File: config.mk
export PLATFORM = sky130hd
export DESIGN_NAME = fpa_front
export DESIGN_NICKNAME = d
export VERILOG_FILES = /design/src/hdl/fpa_pkg.sv /design/src/hdl/fpa_front.sv
export SDC_FILE = /design/constraint.sdc
export NUM_CORES = 1
export LEC_CHECK = 0
export ABC_AREA = 1
export BUFFER_PORTS_ARGS = -buffer_cell sky130_fd_sc_hd__buf_4
export CAP_MARGIN = 20
export CORE_MARGIN = 2
export CORE_UTILIZATION = 45
export CTS_CLUSTER_SIZE = 28
export DETAILED_ROUTE_END_ITERATION = 10
export SYNTH_ARGS = -nofsm -noshare
export SYNTH_HDL_FRONTEND = slang
export SYNTH_SLANG_ARGS = --single-unit
export TNS_END_PERCENT = 20
File: constraint.sdc
create_clock -name clock -period 9.3 [get_ports clock]
set_input_delay 0.93 -clock clock [delete_from_list [all_inputs] [get_ports clock]]
set_output_delay 0.93 -clock clock [all_outputs]
set_load 0.01 [all_outputs]
File: src/hdl/fpa_pkg.sv
`timescale 1ns / 1ps
// ----------------------------------------------------------------------------
// fpa_pkg
// Shared constants, types and saturation helpers of the fixed-point ALU.
// ----------------------------------------------------------------------------
package fpa_pkg;

   localparam int FRAC_BITS = 8;
   localparam int DATA_W    = 32;
   localparam int OP_W      = 4;
   localparam int KIND_W    = 2;
   localparam int DIV_Q_W   = 34;
   localparam int DIV_D_W   = DATA_W + 1;
   localparam int REM_W     = DIV_D_W + DIV_Q_W - 1;
   localparam int PROD_W    = 2 * DATA_W;

   localparam logic [PROD_W-1:0] HALF = (PROD_W'(1) << FRAC_BITS) >> 1;

   localparam logic [OP_W-1:0] OP_ADD  = 4'd0;
   localparam logic [OP_W-1:0] OP_SUB  = 4'd1;
   localparam logic [OP_W-1:0] OP_MUL  = 4'd2;
   localparam logic [OP_W-1:0] OP_DIV  = 4'd3;
   localparam logic [OP_W-1:0] OP_INC  = 4'd4;
   localparam logic [OP_W-1:0] OP_DEC  = 4'd5;
   localparam logic [OP_W-1:0] OP_MIN  = 4'd6;
   localparam logic [OP_W-1:0] OP_MAX  = 4'd7;
   localparam logic [OP_W-1:0] OP_FINT = 4'd8;
   localparam logic [OP_W-1:0] OP_TINT = 4'd9;
   localparam logic [OP_W-1:0] OP_CMP  = 4'd10;

   localparam logic [KIND_W-1:0] KIND_DONE = 2'd0;
   localparam logic [KIND_W-1:0] KIND_MUL  = 2'd1;
   localparam logic [KIND_W-1:0] KIND_DIV  = 2'd2;

   localparam logic [DATA_W-1:0] POS_MAX = 32'h7FFF_FFFF;
   localparam logic [DATA_W-1:0] NEG_MAX = 32'h8000_0000;

   typedef struct packed {
      logic              ovf;
      logic [DATA_W-1:0] value;
   } sat_type;

   typedef struct packed {
      logic [KIND_W-1:0] kind;
      logic              neg;
      logic [DATA_W-1:0] res;
      logic              ovf;
      logic              dz;
      logic              gt;
      logic              lt;
      logic              eq;
      logic [DATA_W-1:0] mag_a;
      logic [DATA_W-1:0] mag_b;
   } mid_item_type;

   typedef struct packed {
      logic [KIND_W-1:0]  kind;
      logic               neg;
      logic [DATA_W-1:0]  res;
      logic               ovf;
      logic               dz;
      logic               gt;
      logic               lt;
      logic               eq;
      logic [REM_W-1:0]   rem;
      logic [DIV_D_W-1:0] dvs;
      logic [DIV_Q_W-1:0] quo;
   } stage_type;

   typedef struct packed {
      logic [DATA_W-1:0] res;
      logic              gt;
      logic              lt;
      logic              eq;
      logic              ovf;
      logic              dz;
   } rsp_item_type;

   function automatic sat_type sat_mag(input logic neg, input logic [PROD_W-1:0] mag);
      sat_type r;
      r.ovf = 1'b0;
      if (!neg) begin
         if (mag > PROD_W'(POS_MAX)) begin
            r.ovf   = 1'b1;
            r.value = POS_MAX;
         end else begin
            r.value = mag[DATA_W-1:0];
         end
      end else begin
         if (mag > PROD_W'(NEG_MAX)) begin
            r.ovf   = 1'b1;
            r.value = NEG_MAX;
         end else begin
            r.value = DATA_W'(PROD_W'(0) - mag);
         end
      end
      return r;
   endfunction

   function automatic sat_type sat_sum(input logic [DATA_W:0] s);
      sat_type r;
      r.ovf = s[DATA_W] ^ s[DATA_W-1];
      if (r.ovf) begin
         r.value = s[DATA_W] ? NEG_MAX : POS_MAX;
      end else begin
         r.value = s[DATA_W-1:0];
      end
      return r;
   endfunction

endpackage

File: src/hdl/fpa_front.sv
`timescale 1ns / 1ps
// ----------------------------------------------------------------------------
// fpa_front
// Input register, operation decode and the short queue toward the back end.
// ----------------------------------------------------------------------------
module fpa_front (
   input  logic                          clock,
   input  logic                          reset,
   input  logic                          req_push,
   output logic                          req_full,
   input  logic [fpa_pkg::OP_W-1:0]      req_operation,
   input  logic signed [fpa_pkg::DATA_W-1:0] req_operand_a,
   input  logic signed [fpa_pkg::DATA_W-1:0] req_operand_b,
   output logic                          mid_valid,
   output fpa_pkg::mid_item_type         mid_item,
   input  logic                          mid_pop
);

   logic                         f_v_ff, f_v_in;
   logic [fpa_pkg::OP_W-1:0]     f_op_ff;
   logic [fpa_pkg::DATA_W-1:0]   f_a_ff, f_b_ff;
   fpa_pkg::mid_item_type        q_ff [2];
   logic                         wr_ff, wr_in, rd_ff, rd_in;
   logic [1:0]                   cnt_ff, cnt_in;
   logic                         accept, mid_full, push, pop;
   fpa_pkg::mid_item_type        cls;
   logic [fpa_pkg::DATA_W-1:0]   mag_a, mag_b, to_int;
   logic [fpa_pkg::DATA_W:0]     sum_ab, dif_ab, inc_a, dec_a;
   fpa_pkg::sat_type             s_add, s_sub, s_inc, s_dec, s_fint;

   assign mid_full = (cnt_ff == 2'd2);
   assign req_full = f_v_ff & mid_full;
   assign accept   = req_push & ~req_full;
   assign push     = f_v_ff & ~mid_full;
   assign pop      = mid_pop & (cnt_ff != 2'd0);
   assign f_v_in   = accept | (f_v_ff & ~push);

   always_comb begin
      mag_a  = f_a_ff[fpa_pkg::DATA_W-1] ? (fpa_pkg::DATA_W'(0) - f_a_ff) : f_a_ff;
      mag_b  = f_b_ff[fpa_pkg::DATA_W-1] ? (fpa_pkg::DATA_W'(0) - f_b_ff) : f_b_ff;
      sum_ab = {f_a_ff[fpa_pkg::DATA_W-1], f_a_ff} + {f_b_ff[fpa_pkg::DATA_W-1], f_b_ff};
      dif_ab = {f_a_ff[fpa_pkg::DATA_W-1], f_a_ff} - {f_b_ff[fpa_pkg::DATA_W-1], f_b_ff};
      inc_a  = {f_a_ff[fpa_pkg::DATA_W-1], f_a_ff} + (fpa_pkg::DATA_W+1)'(1);
      dec_a  = {f_a_ff[fpa_pkg::DATA_W-1], f_a_ff} - (fpa_pkg::DATA_W+1)'(1);
      s_add  = fpa_pkg::sat_sum(sum_ab);
      s_sub  = fpa_pkg::sat_sum(dif_ab);
      s_inc  = fpa_pkg::sat_sum(inc_a);
      s_dec  = fpa_pkg::sat_sum(dec_a);
      s_fint = fpa_pkg::sat_mag(f_a_ff[fpa_pkg::DATA_W-1],
                                fpa_pkg::PROD_W'(mag_a) << fpa_pkg::FRAC_BITS);
      to_int = fpa_pkg::DATA_W'($signed(f_a_ff) >>> fpa_pkg::FRAC_BITS);

      cls       = '0;
      cls.kind  = fpa_pkg::KIND_DONE;
      cls.mag_a = mag_a;
      cls.mag_b = mag_b;
      cls.neg   = f_a_ff[fpa_pkg::DATA_W-1] ^ f_b_ff[fpa_pkg::DATA_W-1];
      cls.gt    = $signed(f_a_ff) > $signed(f_b_ff);
      cls.lt    = $signed(f_a_ff) < $signed(f_b_ff);
      cls.eq    = (f_a_ff == f_b_ff);
      case (f_op_ff)
         fpa_pkg::OP_ADD: begin
            cls.res = s_add.value;
            cls.ovf = s_add.ovf;
         end
         fpa_pkg::OP_SUB: begin
            cls.res = s_sub.value;
            cls.ovf = s_sub.ovf;
         end
         fpa_pkg::OP_MUL: begin
            cls.kind = fpa_pkg::KIND_MUL;
         end
         fpa_pkg::OP_DIV: begin
            if (f_b_ff == '0) begin
               cls.dz = 1'b1;
            end else begin
               cls.kind = fpa_pkg::KIND_DIV;
            end
         end
         fpa_pkg::OP_INC: begin
            cls.res = s_inc.value;
            cls.ovf = s_inc.ovf;
         end
         fpa_pkg::OP_DEC: begin
            cls.res = s_dec.value;
            cls.ovf = s_dec.ovf;
         end
         fpa_pkg::OP_MIN: begin
            cls.res = cls.lt ? f_a_ff : f_b_ff;
         end
         fpa_pkg::OP_MAX: begin
            cls.res = cls.gt ? f_a_ff : f_b_ff;
         end
         fpa_pkg::OP_FINT: begin
            cls.res = s_fint.value;
            cls.ovf = s_fint.ovf;
         end
         fpa_pkg::OP_TINT: begin
            cls.res = to_int;
         end
         default: begin
            cls.res = '0;
         end
      endcase
   end

   assign wr_in  = push ? ~wr_ff : wr_ff;
   assign rd_in  = pop ? ~rd_ff : rd_ff;
   assign cnt_in = cnt_ff + 2'(push) - 2'(pop);

   assign mid_valid = (cnt_ff != 2'd0);
   assign mid_item  = q_ff[rd_ff];

   always_ff @(posedge clock) begin
      if (reset) begin
         f_v_ff <= 1'b0;
         wr_ff  <= 1'b0;
         rd_ff  <= 1'b0;
         cnt_ff <= 2'd0;
      end else begin
         f_v_ff <= f_v_in;
         wr_ff  <= wr_in;
         rd_ff  <= rd_in;
         cnt_ff <= cnt_in;
      end
   end

   always_ff @(posedge clock) begin
      if (accept) begin
         f_op_ff <= req_operation;
         f_a_ff  <= req_operand_a;
         f_b_ff  <= req_operand_b;
      end
      if (push) begin
         q_ff[wr_ff] <= cls;
      end
   end

`ifndef SYNTHESIS
   a_cnt_bound: assert property (@(posedge clock) disable iff (reset)
      cnt_ff != 2'd3) else $error("mid queue count out of range");
   a_hold_stalled: assert property (@(posedge clock) disable iff (reset)
      (f_v_ff && mid_full && !pop) |=> (f_v_ff && cnt_ff == 2'd2))
      else $error("stalled front transaction lost");
   a_full_holds: assert property (@(posedge clock) disable iff (reset)
      (req_push && req_full) |=> f_v_ff)
      else $error("front transaction dropped while full");
`endif

endmodule

# Yosys cells after proc, flatten, opt, wreduce, memory -nomap -nowiden
# Memories as Yosys holds them, arrays and structs flattened. A register that Yosys moved wholly into a read port is not among the register bits.
# Cells that the tools add are included.
# totals
reg_bits,73
latchBits,0
mem_bits_rw,208
rom_bits,0
output_inout_bits,106
mem_count,1
# memory_table
memory,words,width,rd,rd_ports_with_merged_regs,wr,line,source
q_ff,2,104,1,1,1,fpa_front.sv:22,fpa_pkg::mid_item_type q_ff [2];
# op_classes
n_addsub,9
n_mul,0
div_mod_pow,0
n_lt_le_gt_ge,4
n_eq_ne,11
n_shift,0
mux,27
bitwise_logic,16
n_reduce_logical,3
# ops
operator,count
$mux W32,14
$pmux W32 S8,1
$sub A1 B32 Y32 const A,3
$gt A40 B31 Y1 const B,1
$gt A40 B32 Y1 const B,1
$add A32 B2 Y33 const B,1
$add A32 B32 Y33,1
$mux W33,1
$sub A32 B2 Y33 const B,1
$sub A32 B32 Y33,1
$eq A32 B32 Y1,1
$gt A32 B32 Y1,1
$logic_not A32 Y1,1
$lt A32 B32 Y1,1
$eq A4 B3 Y1 const B,4
$eq A4 B2 Y1 const B,2
$eq A4 B4 Y1 const B,2
$mux W1,8
$and A1 B1 Y1,5
$not A1 Y1,5
$pmux W1 S5,1
$xor A1 B1 Y1,5
$eq A4 B1 Y1 const B,1
$logic_not A4 Y1,1
other kinds (7),7

# Logic depth before layout (Yosys ltp)
# depth
depth_word,6
depth_mapped,24
mapped_depth_nobuf,22

# Worst setup path before layout
# No wires, ideal clock.
# synth_timing
kind,reg-to-reg
startpoint,register cnt_ff[0]
endpoint,memory q_ff[1][0] (netlist name) (enable)
setup_time_ns,0.569
t_arrival_ns,4.978
slack_ns,3.753
stages_incl_launch_ff,5
cell_sequence,dfxtp_1 -> inv_1 -> a21oi_1 -> inv_1 -> nor2_1
# synth_between
elab_chain_len,5
# synth_rtl
element,line,source
"start, declared",fpa_front.sv:24,"logic [1:0] cnt_ff, cnt_in;"
"start signal, assigned",fpa_front.sv:124,cnt_ff <= cnt_in;
$eq A2 B2 Y1,fpa_front.sv:31,assign mid_full = (cnt_ff == 2'd2);
$not A1 Y1,fpa_front.sv:34,assign push = f_v_ff & ~mid_full;
$and A1 B1 Y1,fpa_front.sv:34,
$mux W1,fpa_front.sv:134,if (push) begin
$mux W1 (implied by the code),fpa_front.sv:135,q_ff[wr_ff] <= cls;
"end, declared",fpa_front.sv:22,
# No other way between the ends.

==> impl_metrics.csv <==
group,metric,value,unit
min_path,min_to,"f_b_ff[19]$_DFFE_PP_",
synth,ys_seq_area_share,39.10,%
finish,syn2layout_area_growth,11.93,%
timing,whs,0.4962,ns
routing,drt_iter0_markers,1751,
clock_tree,tritoncts,"yes",
worst_setup_path,r2r_cells,15,
worst_setup_path,worst_setup_path_start_kind,"register",
clock_tree,post_cts_buffers,0,
clock_tree,postCtsHoldBufs,0,
worst_setup_path,r2r_setup_slack,4.62,ns
routing,num_vias,19720,
synth,yosysTopAreaCell,"edfxtp_1",
timing,slew_headroom,31.43,%
floorplanning,chipWidth,222.6,um
floorplanning,design.core.area,0.04745,mm^2
clock_tree,cts_sinks,282,
synth,async_reset_ff_share,0,%
synth,synth_flop_cell,"edfxtp_1",
synth,yosys-top-cells-area,"edfxtp_1 (39%), nand2_1 (13%), mux2_2 (5.4%)",
timing,max_freq,0.2138,GHz
grt,antenna_found_initial,0,
routing,routed_wl,82280,um
synth,ys_types,53,
synth,syn_nets,2891,
flow_run,drv_cap,0,
worst_setup_path,regToRegStartpoint,"f_b_ff[31]$_DFFE_PP_",
min_path,hold_start,"req_operand_b[19]",
floorplanning,num_io_pins,178,
timing,final.min_clock_period,4.678,ns
clock_tree,clock_latency,0.61,ns
finish,n_antenna_cell,0,
synth,yosysWarnings,0,
place,dpl.hpwl,66170,um
worst_setup_path,endpoint_kind,"register",
place,dpl.cell_count,3435,
floorplanning,fp-row-count,80,
power,irDropWorstVdd,0.0001932,V
grt,grt_pass1_wl,120000,um
grt,overflow,0,
finish,drive_gt1_share,16.38,%
finish,fin_area,0.02407,mm^2
routing,drt-pass1-iter-count,6,
routing,drc,0,
timing,setup_viol,0,
min_path,hold_path_depth,1,
floorplanning,start_util,45.32,%
place,gp_congestion,1.014,
routing,viasPerCell,5.651,
grt,grt_max_degree,65,
clock_tree,clockBufferDepth,3,
timing,rsz0062_at_grt,"false",
clock_tree,clk_pin_slew,0.07,ns
worst_setup_path,cp.required,9.64,ns
power,p_leak,0.01056,uW
power,p_per_area,191.4,mW/mm^2
timing,final_hold_viol_count,0,
floorplanning,die-area,0.04955,mm^2
routing,avgRoutedWirePerCell,23.57,um
timing,clock_skew,0.01197,ns
clock_tree,cts_inserted_buffers,31,
routing,ant_nets,0,
grt,grt_pass1_vias,18910,
finish,seqCellArea,0.008412,mm^2
grt,gr-usage-all-layers,32.54,%
synth,syn_area,0.02150,mm^2
place,io_buffers,177,
worst_setup_path,path_max_fanout,36,
finish,final_cell_mix,"nand2_1 (739), nor2_1 (308), edfxtp_1 (276)",
finish,multi_input_comb_area,0.01134,mm^2
worst_setup_path,startpoint,"f_b_ff[31]$_DFFE_PP_",
worst_setup_path,critPathKind,"register to register",
finish,nets,2997,
synth,ys_ff_latch,282,
finish,fillCellCount,4717,
timing,slew_viol_final,0,
clock_tree,htreeDepth,1,
timing,period_share,50.30,%
min_path,hold_path_class,"input pin to register",
synth,synth_edf_count,276,
synth,syn_area_per_cell,7.828,um^2
finish,fin_cells,3490,
timing,setup_tns,0,ns
place,place_area,0.02307,mm^2
floorplanning,die_y,222.6,um
worst_setup_path,r2r_end,"q_ff[1][69]$_DFFE_PP_",
clock_tree,post_cts_resized,0,
finish,mostFrequentLayoutCell,"nand2_1",
synth,syn_inst,2747,
worst_setup_path,arrival,5.02,ns
clock_tree,cts-root-buf,"clkbuf_16",
timing,tightest_slew,1.019,ns
status,status,"finished clean",
synth,synth.top_cell.area_share,38.54,%
[layer usage]
metal / up-vias / share of wire (%) / global-route usage [%]
met5: - / 0 / 0
li1: 9298 / - / -
met1: 9358 / 42 / 43.57
met4: 0 / 5.0 / 14.46
met2: 887 / 46 / 52.87
met3: 178 / 7.0 / 4.152
[how the worst max path moves through the flow]
stage | endpoint | cells past startpoint
final | q_ff[1][69]$_DFFE_PP_ | 15
after CTS | q_ff[1][69]$_DFFE_PP_ | 15
after global routing | q_ff[1][81]$_DFFE_PP_ | 13
after detailed placement | q_ff[1][69]$_DFFE_PP_ | 15
after global placement | q_ff[0][69]$_DFFE_PP_ | 15
after floorplan | q_ff[1][0]$_DFFE_PP_ | 4
[logic make-up after synthesis]
logic type,synth area share (%)
and+or+nand+nor,29.20
buffers and inverters,8.280
AOI/OAI and AO/OA,8.018
DFF,39.10
xor gates and xnor gates,5.697
muxes,5.446
adders and majority gates,4.259
[flip-flops by register name (all words and copies together) (netlist names), named ones only]
| register | flops |
|---|---|
| rd_ff | 1 |
| cnt_ff | 2 |
| f_b_ff | 32 |
| f_op_ff | 4 |
| q_ff | 208 |
| wr_ff | 1 |
| f_a_ff | 32 |
| f_v_ff | 1 |
[synthesized netlist by cell type (52+ instances only)]
master	instances
nand4_1	60
xor2_1	132
nand2_1	739
buf_2	52
ha_1	70
edfxtp_1	276
o21ai_0	96
mux2_2	104
nor2_1	310
inv_1	267
a21oi_1	102
nand3_1	164
[metrics by stage]
| step | worst slack, ns | utilization [%] | total power [uW] |
|---|---|---|---|
| 6_report | 4.622 | 50.73 | 4607 |
| 5_1_grt | 4.355 | 50.73 | 4816 |
| 4_1_cts | 4.701 | 50.73 | 4617 |
| 3_5_place_dp | 4.693 | 48.63 | 3387 |
| 3_3_place_gp | 4.777 | 48.63 | 3381 |
| 2_1_floorplan | 3.753 | - | 2741 |
[cell type report]
| type | count | area share (%) |
|---|---|---|
| repair buffers | 193 | 6.020 |
| flip-flops and latches | 282 | 34.95 |
| inverters | 292 | 4.585 |
| multi-input cells | 2053 | 47.11 |
| well taps | 615 | 3.197 |
| clock buffers | 35 | 3.286 |
| clock inverters | 20 | 0.8474 |
[worst max-delay path: stages (launching register included)]
cell	delay, ns
edfxtp_1	0.36
buf_4	0.31
inv_1	0.10
ha_1	0.66
inv_1	0.33
nor2_1	0.22
nand2_1	0.11
nor2_1	0.24
nand4_1	0.16
nand4_1	0.40
nand3_2	0.59
buf_4	0.47
o211ai_1	0.21
nand2_1	0.07
nor2_1	0.08
nand2_1	0.08
[power breakdown]
group / leakage, uW / internal (uW) / switching [uW]
logic: 0.00744 / 596 / 1090
clock network: 0.000485 / 714 / 508
registers: 0.00264 / 1580 / 121
No activity file was read; power rests on OpenSTA's default activity.
